[src/hw/rtl/double_ended_queue_unit_defines.svh]
// Assertion macros for the double-ended queue unit.
// Included by the RTL files that carry concurrent assertions; no other dependencies.
`ifndef DOUBLE_ENDED_QUEUE_UNIT_DEFINES_SVH
`define DOUBLE_ENDED_QUEUE_UNIT_DEFINES_SVH

`ifndef SYNTHESIS
`define DEQ_ASSERT(lbl, clk, rstn, prop) \
  lbl: assert property (@(posedge clk) disable iff (!(rstn)) (prop)) \
    else $error("deque assertion failed");
`define DEQ_ASSERT_NORST(lbl, clk, prop) \
  lbl: assert property (@(posedge clk) (prop)) \
    else $error("deque assertion failed");
`else
`define DEQ_ASSERT(lbl, clk, rstn, prop)
`define DEQ_ASSERT_NORST(lbl, clk, prop)
`endif

`endif

[src/hw/rtl/deq_pkg.sv]
// Shared types and constants for the double-ended queue unit.
// Used by deq_ctrl, deq_dpath and double_ended_queue_unit; no dependencies.
`default_nettype none

package deq_pkg;

  localparam int unsigned DepthDefault = 16;
  localparam int unsigned ValueW       = 32;
  localparam int unsigned CountOutW    = 5;
  localparam int unsigned OpW          = 2;
  localparam int unsigned StatusW      = 2;

  typedef enum logic [OpW-1:0] {
    OpPushFront = 2'd0,
    OpPushBack  = 2'd1,
    OpPopFront  = 2'd2,
    OpPopBack   = 2'd3
  } op_e;

  typedef enum logic [StatusW-1:0] {
    StsOk    = 2'd0,
    StsEmpty = 2'd1,
    StsFull  = 2'd2
  } status_e;

  typedef struct packed {
    logic capture;
    logic execute;
  } deq_cmd_t;

endpackage

`default_nettype wire

[src/hw/rtl/deq_ctrl.sv]
// Controller state machine of the double-ended queue unit.
// Depends on deq_pkg and double_ended_queue_unit_defines.svh.
`default_nettype none

`include "double_ended_queue_unit_defines.svh"

module deq_ctrl (
  input  wire logic              clk_i,
  input  wire logic              rst_ni,
  input  wire logic              start_i,
  output logic                   busy_o,
  output logic                   done_o,
  output deq_pkg::deq_cmd_t      cmd_o
);
  import deq_pkg::*;

  typedef enum logic [2:0] {
    StIdle = 3'b001,
    StExec = 3'b010,
    StDone = 3'b100
  } state_e;

  state_e state_q, state_d;
  logic   accept;

  assign busy_o = (state_q == StExec);
  assign done_o = (state_q == StDone);
  assign accept = start_i & ~busy_o;

  assign cmd_o.capture = accept;
  assign cmd_o.execute = busy_o;

  always_comb begin
    state_d = state_q;
    unique case (state_q)
      StIdle: begin
        if (accept) state_d = StExec;
      end
      StExec: begin
        state_d = StDone;
      end
      StDone: begin
        state_d = accept ? StExec : StIdle;
      end
      default: begin
        state_d = StIdle;
      end
    endcase
  end

  always_ff @(posedge clk_i or negedge rst_ni) begin
    if (!rst_ni) begin
      state_q <= StIdle;
    end else begin
      state_q <= state_d;
    end
  end

  `DEQ_ASSERT(a_exec_then_done, clk_i, rst_ni, busy_o |=> done_o)
  `DEQ_ASSERT(a_done_after_exec, clk_i, rst_ni, done_o |-> $past(busy_o))
  `DEQ_ASSERT(a_state_onehot, clk_i, rst_ni, $onehot(state_q))

endmodule

`default_nettype wire

[src/hw/rtl/deq_dpath.sv]
// Datapath of the double-ended queue unit: entry memory, front pointer and count.
// Depends on deq_pkg and double_ended_queue_unit_defines.svh.
`default_nettype none

`include "double_ended_queue_unit_defines.svh"

module deq_dpath #(
  parameter int unsigned DEPTH = deq_pkg::DepthDefault
) (
  input  wire logic                                 clk_i,
  input  wire logic                                 rst_ni,
  input  wire deq_pkg::deq_cmd_t                    cmd_i,
  input  wire logic [deq_pkg::OpW-1:0]              opcode_i,
  input  wire logic signed [deq_pkg::ValueW-1:0]    push_value_i,
  output logic signed [deq_pkg::ValueW-1:0]         popped_value_o,
  output logic [deq_pkg::CountOutW-1:0]             element_count_o,
  output logic [deq_pkg::StatusW-1:0]               status_o
);
  import deq_pkg::*;

  localparam int unsigned IdxW = (DEPTH > 1) ? $clog2(DEPTH) : 1;
  localparam int unsigned CntW = $clog2(DEPTH + 1);
  localparam logic [IdxW-1:0] LastIdx  = IdxW'(DEPTH - 1);
  localparam logic [CntW-1:0] DepthCnt = CntW'(DEPTH);
  localparam logic [CntW:0]   DepthSum = (CntW + 1)'(DEPTH);

  logic [ValueW-1:0] mem [DEPTH];

  op_e               op_q;
  logic [ValueW-1:0] val_q;
  logic [IdxW-1:0]   front_q, front_d;
  logic [CntW-1:0]   count_q, count_d;
  logic [ValueW-1:0] rd_q;
  logic              pop_ok_q;
  status_e           status_q, status_d;

  logic            is_push, at_front, full, empty, wr_en, rd_en;
  logic [CntW-1:0] offset;
  logic [CntW:0]   sum_raw, sum_wrap;
  logic [IdxW-1:0] back_idx, front_dec, front_inc, addr;
  logic [CntW+CountOutW-1:0] cnt_ext;

  assign is_push  = (op_q == OpPushFront) || (op_q == OpPushBack);
  assign at_front = (op_q == OpPushFront) || (op_q == OpPopFront);
  assign full     = (count_q == DepthCnt);
  assign empty    = (count_q == '0);

  assign offset    = is_push ? count_q : count_q - CntW'(1);
  assign sum_raw   = (CntW + 1)'(front_q) + (CntW + 1)'(offset);
  assign sum_wrap  = (sum_raw >= DepthSum) ? sum_raw - DepthSum : sum_raw;
  assign back_idx  = sum_wrap[IdxW-1:0];
  assign front_dec = (front_q == '0) ? LastIdx : front_q - IdxW'(1);
  assign front_inc = (front_q == LastIdx) ? '0 : front_q + IdxW'(1);

  always_comb begin
    front_d  = front_q;
    count_d  = count_q;
    status_d = StsOk;
    wr_en    = 1'b0;
    rd_en    = 1'b0;
    addr     = back_idx;
    if (is_push) begin
      if (full) begin
        status_d = StsFull;
      end else begin
        wr_en   = 1'b1;
        count_d = count_q + CntW'(1);
        if (at_front) begin
          addr    = front_dec;
          front_d = front_dec;
        end
      end
    end else begin
      if (empty) begin
        status_d = StsEmpty;
      end else begin
        rd_en   = 1'b1;
        count_d = count_q - CntW'(1);
        if (at_front) begin
          addr    = front_q;
          front_d = front_inc;
        end
      end
    end
  end

  always_ff @(posedge clk_i) begin
    if (cmd_i.execute && wr_en) begin
      mem[addr] <= val_q;
    end
    if (cmd_i.execute && rd_en) begin
      rd_q <= mem[addr];
    end
  end

  always_ff @(posedge clk_i) begin
    if (cmd_i.capture) begin
      op_q  <= op_e'(opcode_i);
      val_q <= push_value_i;
    end
    if (cmd_i.execute) begin
      pop_ok_q <= rd_en;
      status_q <= status_d;
    end
  end

  always_ff @(posedge clk_i or negedge rst_ni) begin
    if (!rst_ni) begin
      front_q <= '0;
      count_q <= '0;
    end else if (cmd_i.execute) begin
      front_q <= front_d;
      count_q <= count_d;
    end
  end

  assign cnt_ext         = {{CountOutW{1'b0}}, count_q};
  assign element_count_o = cnt_ext[CountOutW-1:0];
  assign popped_value_o  = pop_ok_q ? rd_q : '0;
  assign status_o        = status_q;

  `DEQ_ASSERT(a_count_bound, clk_i, rst_ni, count_q <= DepthCnt)
  `DEQ_ASSERT(a_front_bound, clk_i, rst_ni, front_q <= LastIdx)
  `DEQ_ASSERT(a_full_push_holds, clk_i, rst_ni,
              (cmd_i.execute && is_push && full) |=> $stable(count_q) && $stable(front_q))
  `DEQ_ASSERT(a_idle_holds, clk_i, rst_ni,
              !cmd_i.execute |=> $stable(count_q) && $stable(front_q))

endmodule

`default_nettype wire

[src/hw/rtl/double_ended_queue_unit.sv]
// Top level of the double-ended queue unit: controller plus datapath.
// Depends on deq_pkg, deq_ctrl and deq_dpath.
//
// A word (opcode and push value) is taken at a rising edge with start_i high and busy_o low.
// The opcode and value are registered, then the Exec state runs, and the result shows on
// popped_value_o, element_count_o and status_o, marked by done_o for exactly one cycle; the
// receiver cannot stall it, so capture it then. busy_o is high for the one cycle in which the
// entry memory is read or written and the front pointer and count are updated; a new word
// may be started in the cycle that presents the previous result, but not while busy_o is
// high. A pop from an empty queue returns 0 with status 1, and a push to a full queue is
// dropped with status 2.
`default_nettype none

module double_ended_queue_unit #(
  parameter int unsigned DEPTH = deq_pkg::DepthDefault
) (
  input  wire logic                                 clk_i,
  input  wire logic                                 rst_ni,
  input  wire logic                                 start_i,
  output logic                                      busy_o,
  input  wire logic [deq_pkg::OpW-1:0]              opcode_i,
  input  wire logic signed [deq_pkg::ValueW-1:0]    push_value_i,
  output logic                                      done_o,
  output logic signed [deq_pkg::ValueW-1:0]         popped_value_o,
  output logic [deq_pkg::CountOutW-1:0]             element_count_o,
  output logic [deq_pkg::StatusW-1:0]               status_o
);
  import deq_pkg::*;

  deq_cmd_t cmd;

  deq_ctrl u_ctrl (
    .clk_i   (clk_i),
    .rst_ni  (rst_ni),
    .start_i (start_i),
    .busy_o  (busy_o),
    .done_o  (done_o),
    .cmd_o   (cmd)
  );

  deq_dpath #(
    .DEPTH (DEPTH)
  ) u_dpath (
    .clk_i           (clk_i),
    .rst_ni          (rst_ni),
    .cmd_i           (cmd),
    .opcode_i        (opcode_i),
    .push_value_i    (push_value_i),
    .popped_value_o  (popped_value_o),
    .element_count_o (element_count_o),
    .status_o        (status_o)
  );

endmodule

`default_nettype wire

[config.mk]
export PLATFORM = sky130hd
export DESIGN_NAME = double_ended_queue_unit
export DESIGN_NICKNAME = d
export VERILOG_FILES = /design/src/hw/rtl/deq_pkg.sv /design/src/hw/rtl/deq_ctrl.sv /design/src/hw/rtl/deq_dpath.sv /design/src/hw/rtl/double_ended_queue_unit.sv
export VERILOG_INCLUDE_DIRS = /design/src /design/src/hw/rtl
export SDC_FILE = /design/constraint.sdc
export NUM_CORES = 1
export LEC_CHECK = 0
export BUFFER_PORTS_ARGS = -buffer_cell sky130_fd_sc_hd__buf_2
export CAP_MARGIN = 10
export CORE_AREA = 2 2 246 224
export DETAILED_ROUTE_END_ITERATION = 8
export DIE_AREA = 0 0 248 226
export GPL_TIMING_DRIVEN = 0
export PLACE_DENSITY = 0.66
export REMOVE_ABC_BUFFERS = 1
export SETUP_SLACK_MARGIN = 0.15
export SLEW_MARGIN = 20
export SYNTH_ARGS = -nofsm -noshare
export SYNTH_HDL_FRONTEND = slang
export SYNTH_HIERARCHICAL = 1
export SYNTH_SLANG_ARGS = --single-unit
[constraint.sdc]
create_clock -name clk_i -period 10.7 [get_ports clk_i]
set_input_delay 0.535 -clock clk_i [delete_from_list [all_inputs] [get_ports clk_i]]
set_output_delay 0.535 -clock clk_i [all_outputs]
set_load 0.005 [all_outputs]
Word-level counts from Yosys, hierarchy flattened
Memory sizes are Yosys's and may differ from the RTL's. A register that Yosys moved wholly into a read port is not among the register bits.
Cells that the tools add are included.

word-level totals
  bits in registers = 49
  RAM bits = 512
  output and inout port bits = 41
  memories kept = 1

memory list
  name         words  width  read ports  clocked after Yosys merged registers in  wr ports  line             RTL
  u_dpath.mem  16     32     1           1                                        1         deq_dpath.sv:27  logic [ValueW-1:0] mem [DEPTH];

operators by class
  add/subtract/negate cells = 6
  magnitude comparators = 1
  equal/unequal tests = 10
  mux-type cells = 30
  bitwise gates (word level) = 2
  reduce and logical (&&, ||, !) cells = 9

operators with widths
  operator               count
  $mux W4                13
  $mux W32               1
  $mux W5                4
  $pmux W3 S3            1
  $sub A4 B1 Y4 const B  2
  $mux W1                7
  $add A4 B5 Y6          1
  $ge A6 B5 Y1 const B   1
  $mux W2                3
  $add A5 B1 Y5 const B  1
  $eq A5 B5 Y1 const B   1
  $logic_not A5 Y1       1
  $sub A5 B1 Y5 const B  1
  $add A4 B1 Y4 const B  1
  $eq A4 B4 Y1 const B   1
  $logic_not A4 Y1       1
  $ne A2 B1 Y1 const B   2
  $reduce_and A4 Y1      1
  $eq A3 B1 Y1 const B   1
  $eq A3 B2 Y1 const B   1
  $eq A3 B3 Y1 const B   1
  $mux W3                1
  $reduce_and A3 Y1      1
  $eq A2 B1 Y1 const B   1
  7 further kinds        9

Longest topological paths before layout
Gate-level depths: netlist of the first run.

  depth in word-level cells = 9
  depth in mapped cells = 14

By module
Netlist of the first run, hierarchy kept.

by module, submodules not included
  module     instances  cells an instance  area an instance (um^2)
  deq_dpath  1          1331               23593.9
  deq_ctrl   1          14                 181.4

Least setup slack after synthesis of the first run
No wires, ideal clock.

  path kind = register -> register
  start = reg u_dpath.op_q[1]
  end = mem u_dpath.mem[10][0] (enable)
  setup time = 421 ps
  arrival time = 4198 ps
  data required time = 10279 ps
  slack = 6081 ps
  stages on the path, launching flop included = 14
  buffers on the path = 4
  path through = edfxtp_1 > buf_2 > inv_2 > ha_1 > ha_1 > fa_1 > mux2i_1 > mux2i_4 > buf_6 > buf_6 > buf_2 > nor2b_1 > nand2_1 > nor2_1

between the ends
  cells in the longest elaborated chain, start to end = 9

RTL lines
  item                                                     line                              RTL
  start, declared                                          deq_dpath.sv:29                   op_e op_q;
  start signal, assigned                                   deq_dpath.sv:98                   op_q <= op_e'(opcode_i);
  $eq A2 B1 Y1 / $logic_not A2 Y1 (equally long branches)  deq_dpath.sv:43, deq_dpath.sv:44
  $logic_or A1 B1 Y1                                       deq_dpath.sv:43                   assign is_push = (op_q == OpPushFront) || (op_q == OpPushBack);
  $mux W5                                                  deq_dpath.sv:48                   assign offset = is_push ? count_q : count_q - CntW'(1);
  $add A4 B5 Y6                                            deq_dpath.sv:49                   assign sum_raw = (CntW + 1)'(front_q) + (CntW + 1)'(offset);
  $ge A6 B5 Y1 / $sub A4 B1 Y4 (equally long branches)     deq_dpath.sv:50                   assign sum_wrap = (sum_raw >= DepthSum) ? sum_raw - DepthSum : sum_raw;
  $mux W4                                                  deq_dpath.sv:50
  $mux W4 (on tied branches)                               deq_dpath.sv:79, deq_dpath.sv:68
  $mux W4 (on tied branches)                               deq_dpath.sv:74, deq_dpath.sv:63
  $mux W4                                                  deq_dpath.sv:62                   if (is_push) begin
  end, declared                                            deq_dpath.sv:27

Parallel ways exist; a longest one is shown, timed or not.

Final worst setup path of the first run
  start = reg u_dpath.op_q[1]
  end = reg u_dpath.rd_q[27] (read register of u_dpath.mem) (data pin)

between the ends
  cells in the longest elaborated chain, start to end = 9

RTL lines
  item                                                     line                              RTL
  $eq A2 B1 Y1 / $logic_not A2 Y1 (equally long branches)  deq_dpath.sv:43, deq_dpath.sv:44
  $logic_or A1 B1 Y1                                       deq_dpath.sv:43
  $mux W5                                                  deq_dpath.sv:48
  $add A4 B5 Y6                                            deq_dpath.sv:49
  $ge A6 B5 Y1 / $sub A4 B1 Y4 (equally long branches)     deq_dpath.sv:50
  $mux W4                                                  deq_dpath.sv:50
  $mux W4 (on tied branches)                               deq_dpath.sv:79, deq_dpath.sv:68
  $mux W4 (on tied branches)                               deq_dpath.sv:74, deq_dpath.sv:63
  $mux W4                                                  deq_dpath.sv:62
  end, declared                                            deq_dpath.sv:33                   logic [ValueW-1:0] rd_q;

Parallel ways exist; a longest one is shown, timed or not.
A chain may end at the register's enable or synchronous reset.

==> results of run 1 <==
-- worst paths after layout --
| kind | from | to | slack, ns | cells past startpoint |
|---|---|---|---|---|
| worst max register to register | u_dpath/op_q[1]$_DFFE_PP_ | u_dpath/rd_q[27]$_DFFE_PP_ | 5.20 | 18 |
| max in group asynchronous | rst_ni | u_ctrl/state_q[0]$_DFFE_PN1P_ | 10.07 | 2 |
| worst min register to register | u_ctrl/state_q[1]$_DFFE_PN0P_ | u_ctrl/state_q[1]$_DFFE_PN0P_ | 0.54 | 1 |
| worst max-delay path | u_dpath/op_q[1]$_DFFE_PP_ | u_dpath/rd_q[27]$_DFFE_PP_ | 5.20 | 18 |
| min in group asynchronous | rst_ni | u_dpath/front_q[2]$_DFFE_PN0P_ | 0.34 | 2 |
| worst min-delay path | push_value_i[6] | u_dpath/val_q[6]$_DFFE_PP_ | 0.09 | 1 |
-- registers in the layout, summed over array words and instances (netlist names) --
register	cells
u_dpath/mem	512
u_dpath/val_q	32
u_dpath/element_count_o	5
u_dpath/status_o	2
u_ctrl/state_q	3
u_dpath/op_q	2
u_dpath/front_q	4
u_dpath/rd_q	32
u_dpath/pop_ok_q	1
-- Yosys cell counts, types with 2 or more instances --
cell type,number,share of area [%]
sky130_fd_sc_hd__edfxtp_1,581,73
sky130_fd_sc_hd__mux2i_1,198,8.3
sky130_fd_sc_hd__mux2_2,98,4.6
sky130_fd_sc_hd__nand2_1,80,1.3
sky130_fd_sc_hd__o21ai_0,37,0.78
sky130_fd_sc_hd__and2_1,34,0.89
sky130_fd_sc_hd__a221o_1,33,1.4
sky130_fd_sc_hd__o21ai_1,32,0.67
sky130_fd_sc_hd__o22ai_1,32,0.84
sky130_fd_sc_hd__mux2_1,31,1.5
sky130_fd_sc_hd__nor2_1,27,0.43
sky130_fd_sc_hd__buf_2,22,0.46
sky130_fd_sc_hd__clkbuf_1,22,0.35
sky130_fd_sc_hd__buf_4,20,0.63
sky130_fd_sc_hd__dfrtp_1,11,1.2
sky130_fd_sc_hd__ha_1,9,0.47
sky130_fd_sc_hd__inv_1,9,0.14
sky130_fd_sc_hd__a21oi_1,8,0.17
sky130_fd_sc_hd__xnor2_1,8,0.29
sky130_fd_sc_hd__buf_6,6,0.28
sky130_fd_sc_hd__xor2_1,6,0.22
sky130_fd_sc_hd__a31oi_1,4,0.11
sky130_fd_sc_hd__nand3_1,3,0.063
sky130_fd_sc_hd__nor2b_1,3,0.079
sky130_fd_sc_hd__nor3_1,3,0.063
sky130_fd_sc_hd__mux2i_2,2,0.12
sky130_fd_sc_hd__nor3b_1,2,0.063
sky130_fd_sc_hd__nor3b_2,2,0.11
-- worst max-delay path, delay by kind of cell, from the launching register on --
kind,cells,cell delay (ns)
buf+inv,9,1.73
compound gates,2,0.44
fa+ha+maj,3,1.12
simple gates,1,0.06
flops,1,0.86
mux,3,0.97
-- metal layers --
layer	part of all wire [%]	vias to the layer above	global-route usage, %
li1	-	5516	-
met1	43	6126	23.5
met2	50	270	29.5
met3	4.3	86	2.48
met4	2.9	0	6.30
met5	0	-	0
-- where the power goes --
part	internal [W]	total, W	switching (W)
Sequential	0.00278	0.00290	0.000116
Combinational	0.00222	0.00438	0.00216
Clock	0.00120	0.00205	0.000849
Total	0.00621	0.00933	0.00312
-- cells by family (layout without fill, tap and decap cells) --
logic type,after synthesis,after routing,synth area share (%)
multiplexers,330,330,14.7
AND/OR/NAND/NOR,163,163,3.45
adder cells (fa/ha/maj),10,10,0.558
XOR/XNOR,14,14,0.516
AO/OA/AOI/OAI,153,153,4.25
flip-flops,593,593,74.7
buffers and inverters,82,261,1.92
-- per-stage QoR --
stage / setup slack (ns) / setup TNS, ns / instance area, sq um / std cells
finish: 5.20 / 0 / 28300 / 2229
global route: 4.96 / 0 / 28300 / 2229
CTS: 5.18 / 0 / 28300 / 2229
detailed placement: 5.19 / 0 / 26400 / 2119
global placement: -4.33 / -1910.07 / 24600 / 2055
floorplan: 0.200 / 0 / 23400 / 1273
-- area by class of cell --
| class | count | area (sq um) |
|---|---|---|
| multi-input cells | 670 | 5730 |
| flip-flops and latches | 593 | 17700 |
| fillers | 4099 | 25300 |
| clock buffers | 65 | 1500 |
| repair buffers | 142 | 1970 |
| clock inverters | 44 | 442 |
| well taps | 705 | 882 |
| inverters | 10 | 37.5 |
-- what timing repair did --
item	in CTS	in global routing
setup endpoints to repair	0	0
endpoints found under the hold margin	11	0
hold buffers	1	0
resized for setup	0	0
setup buffers	0	0
==> results.yml, run 1 <==
global_routing:
  global_route_wire_length_before_repair_um: 73200
  antenna_found_initial: 0
  pin_count_of_the_biggest_net_entering_global_routing: 33
  number_of_global_route_vias_before_repair: 12000
  grt_util_all_layers_pct: 17.6
  globalRouteOverflowTotal: 0
layout:
  layout-drive-gt1-share_pct: 24.2
  layout.core_utilization_pct: 52.8
  antennaDiodeCount: 0
  mostFrequentLayoutCell: "sky130_fd_sc_hd__edfxtp_1"
  most-common-layout-cells: "581 x sky130_fd_sc_hd__edfxtp_1, 198 x sky130_fd_sc_hd__mux2i_1, 98 x sky130_fd_sc_hd__mux2_2"
  nets: 1522
  area_growth_syn_to_layout_pct: 19.1
run_status:
  status: "finished, final reports clean"
die:
  io_pins: 78
  die_area_sq_um: 56000
  chipHeight_um: 226
  die_w_um: 248
  design.core.area_sq_um: 53600
  rows: 81
  initial_utilization_pct: 44.3
setup_path:
  worstPathRequired_ns: 11.06
  critical_path_class: "reg2reg"
  critical_path.cell_chain: "inv_2, ha_1, ha_1, fa_1, mux2i_2, mux2i_4, buf_16, buf_16, buf_16, buf_16, buf_16, buf_8, buf_16, buf_8, mux2_2, nand2_1, o21ai_0, a221o_1"
  startpoint_type: "flip-flop"
  worst-endpoint-arrival_ns: 5.86
  worst_path_max_delay_cell: "sky130_fd_sc_hd__edfxtp_1"
  largest_fanout_on_the_critical_path: 18
  cp_slowest_stage_delay_ns: 0.86
  end_kind: "flip-flop"
  most_numerous_cell_on_the_critical_path: "sky130_fd_sc_hd__buf_16"
yosys:
  yosys_register_bits: 593
  yosysWarningCount: 6
  most_instantiated_flip_flop_cell_in_the_synthesis_netlist: "sky130_fd_sc_hd__edfxtp_1"
  synth_enable_flop_cells: 581
  mappedNetlistArea_sq_um: 23800
  synth_area_per_inst_sq_um: 17.7
  synthCells: 1345
  yosysSeqAreaShare_pct: 74.7
  synthDistinctLibCells: 50
  postSynth.asyncResetShare_pct: 2.02
power_and_ir_drop:
  vdd_ir_drop_max_mv: 0.268
  design_power_total_w: 0.00933
  leakage_nw: 9.87
  powerDensity_nw_per_um2: 330
timing:
  final.period_utilization_pct: 51.4
  period_minus_slack_ns: 5.50
  rsz0062_at_grt: "false"
  fin_worst_hold_slack_ns: 0.0905
  fmax_ghz: 0.182
  timing.slew.headroom_pct: 39.0
  timing.final.setup_violations: 0
  report.final.slew_viol_count: 0
  worst_pin_slew_ns: 0.915
  clock-skew-final_ns: 0.0155
  hold_viol_final: 0
clock_network:
  path_clk_slew_ns: 0.06
  cts.sinks: 593
  worst_skew_pair.late_latency_ns: 0.61
  cts_tree: "yes"
  clock-root-buffer: "sky130_fd_sc_hd__clkbuf_16"
  clock_tree.htree_level_count: 2
  cts-buffers-inserted: 58
  cts_max_path_buffers: 3
detailed_routing:
  detail_route.wl_per_cell_um: 21.8
  drt-vias-per-instance: 5.38
  drc: 0
  ant_nets: 0
  routed-via-count: 12000
  drt-pass1-iter-count: 5
  drt-total-wl_um: 48600
  drt_initial_violations: 827
min_path:
  hold_path_class: "in2reg"
placement:
  dp_hpwl_um: 30800
  io_buffer_count: 77
  routabilityCongestion: 0.711
job:
  max_cap_viol_count: 0
(Power assumes the default switching activity.)
==> run 2: changes to the inputs <==
- clock period: 10.7 -> 5.4 ns (I/O delays scaled with it)
==> run 2 against run 1 <==
- design area is 1.3% higher
- sequential cell count unchanged
- critical endpoint unchanged
- critical path depth stayed put
- critical path type unchanged
==> results.yml, run 2 (synthesis gave the netlist of run 1 again) <==
global_routing:
  globalRouteOverflowTotal: 0
  grt_util_all_layers_pct: 17.6
  pin_count_of_the_biggest_net_entering_global_routing: 33
  antenna_found_initial: 0
  global_route_wire_length_before_repair_um: 73500
  number_of_global_route_vias_before_repair: 12100
clock_network:
  clock-root-buffer: "sky130_fd_sc_hd__clkbuf_16"
  cts_max_path_buffers: 3
  cts.sinks: 593
  cts-resized-gates: 0
  cts-buffers-inserted: 58
  clock_tree.htree_level_count: 2
  cts_tree: "yes"
  path_clk_slew_ns: 0.06
  worst_skew_pair.late_latency_ns: 0.62
setup_path:
  r2r_setup_slk_ns: 0.47
  worst_r2r_startpoint: "u_dpath/op_q[1]$_DFFE_PP_"
  reg2reg_to: "u_dpath/rd_q[27]$_DFFE_PP_"
  startpoint_type: "flip-flop"
  depth_of_the_most_critical_reg_to_reg_path: 18
  largest_fanout_on_the_critical_path: 17
  worstPathRequired_ns: 5.76
  critical_path_class: "reg2reg"
  end_kind: "flip-flop"
  worst-endpoint-arrival_ns: 5.30
die:
  die_w_um: 248
  io_pins: 78
  initial_utilization_pct: 44.3
  chipHeight_um: 226
  die_area_sq_um: 56000
  rows: 81
  design.core.area_sq_um: 53600
detailed_routing:
  drt-total-wl_um: 48600
  drt_initial_violations: 873
  drc: 0
  drt-pass1-iter-count: 5
  ant_nets: 0
  drt-vias-per-instance: 5.35
  routed-via-count: 12100
  detail_route.wl_per_cell_um: 21.5
timing:
  hold_viol_final: 0
  clock-skew-final_ns: 0.0207
  report.final.slew_viol_count: 0
  worst_pin_slew_ns: 0.909
  final.period_utilization_pct: 91.4
  rsz0062_at_grt: "false"
  timing.final.setup_violations: 0
  fmax_ghz: 0.203
  timing.slew.headroom_pct: 39.4
  period_minus_slack_ns: 4.93
layout:
  max_reg_flops: 512
  mostFrequentLayoutCell: "sky130_fd_sc_hd__edfxtp_1"
  nets: 1558
  most-common-layout-cells: "581 x sky130_fd_sc_hd__edfxtp_1, 198 x sky130_fd_sc_hd__mux2i_1, 98 x sky130_fd_sc_hd__mux2_2"
  area_growth_syn_to_layout_pct: 20.6
  layout-drive-gt1-share_pct: 23.7
  antennaDiodeCount: 0
  layout.core_utilization_pct: 53.5
  fillers: 4086
  largest_register: "u_dpath/mem"
  final_cell_count_no_fill: 2265
  largest_registers: "u_dpath/mem (512), u_dpath/rd_q (32), u_dpath/val_q (32)"
run_status:
  status: "finished, final reports clean"
power_and_ir_drop:
  vdd_ir_drop_max_mv: 0.532
  powerDensity_nw_per_um2: 645
  design_power_total_w: 0.0185
  leakage_nw: 10.0
min_path:
  hold_path_class: "in2async"
job:
  max_cap_viol_count: 0
placement:
  io_buffer_count: 77
  routabilityCongestion: 0.711
  placed_cells_incl_taps: 2119
  dp_hpwl_um: 30800
==> run 2: critical path, stage by stage (launching register included) <==
cell,delay [ns]
sky130_fd_sc_hd__edfxtp_1,0.42
sky130_fd_sc_hd__inv_2,0.22
sky130_fd_sc_hd__ha_1,0.28
sky130_fd_sc_hd__ha_1,0.22
sky130_fd_sc_hd__fa_1,0.55
sky130_fd_sc_hd__mux2i_2,0.10
sky130_fd_sc_hd__mux2i_4,0.53
sky130_fd_sc_hd__buf_16,0.23
sky130_fd_sc_hd__buf_16,0.16
sky130_fd_sc_hd__buf_16,0.16
sky130_fd_sc_hd__buf_16,0.17
sky130_fd_sc_hd__buf_16,0.17
sky130_fd_sc_hd__buf_8,0.20
sky130_fd_sc_hd__buf_16,0.19
sky130_fd_sc_hd__buf_8,0.18
sky130_fd_sc_hd__mux2_2,0.34
sky130_fd_sc_hd__nand2_1,0.06
sky130_fd_sc_hd__o21ai_0,0.09
sky130_fd_sc_hd__a221o_1,0.35
==> run 2: metrics by stage <==
| step | area, sq um | worst slack (ns) | setup TNS [ns] | hold slack (ns) |
|---|---|---|---|---|
| after global routing | 28700 | 0.253 | 0 | 0.106 |
| after global placement | 24600 | -9.63 | -4793.27 | 0.174 |
| after floorplan | 23400 | -5.10 | -2507.56 | -0.0256 |
| after detailed placement | 26400 | -0.113 | -0.113 | 0.184 |
| after CTS | 28700 | 0.450 | 0 | 0.0603 |
| final | 28700 | 0.467 | 0 | 0.0712 |
==> run 2: worst max-delay path by stage <==
| stage | end | startpoint | cells after the start | slack [ns] |
|---|---|---|---|---|
| after floorplan | u_dpath/mem[10][0]$_DFFE_PP_ | u_dpath/op_q[1]$_DFFE_PP_ | 9 | -5.10 |
| after global placement | u_dpath/mem[5][27]$_DFFE_PP_ | u_dpath/op_q[1]$_DFFE_PP_ | 7 | -9.63 |
| after detailed placement | u_dpath/rd_q[27]$_DFFE_PP_ | u_dpath/op_q[1]$_DFFE_PP_ | 18 | -0.11 |
| after CTS | u_dpath/rd_q[27]$_DFFE_PP_ | u_dpath/op_q[1]$_DFFE_PP_ | 18 | 0.45 |
| after global routing | u_dpath/rd_q[27]$_DFFE_PP_ | u_dpath/op_q[1]$_DFFE_PP_ | 18 | 0.25 |
| final | u_dpath/rd_q[27]$_DFFE_PP_ | u_dpath/op_q[1]$_DFFE_PP_ | 18 | 0.47 |
==> run 2: power breakdown <==
group | leakage, nW | internal, W | switching [W]
Sequential | 5.40 | 0.00551 | 0.000224
Clock | 0.956 | 0.00238 | 0.00168
Combinational | 3.67 | 0.00442 | 0.00427
==> run 2: metal layers <==
metal  vias to the layer above  part of all wire (%)  global-route usage, %
met2                       288                    49                   29.6
met1                      6157                    43                   23.5
met5                         -                     0                      0
met4                         0                   2.9                   6.39
li1                       5586                     -                      -
met3                        84                   4.6                   2.45
==> run 2: final cells by class <==
type	count	area, sq um	share of cell area (%)
timing repair buffer	178	2330	8.12
multi-input combinational	670	5730	20.0
tap	705	882	3.08
clock buffer	65	1500	5.23
inverter	10	37.5	0.131
sequential	593	17700	61.9
clock inverter	44	442	1.54
==> run 2: what timing repair did <==
| action | 4_1_cts | 5_1_grt |
|---|---|---|
| setup endpoints to repair | 4 | 0 |
| hold buffers | 36 | 0 |
| setup buffers | 1 | 0 |
| hold endpoints to repair | 47 | 0 |
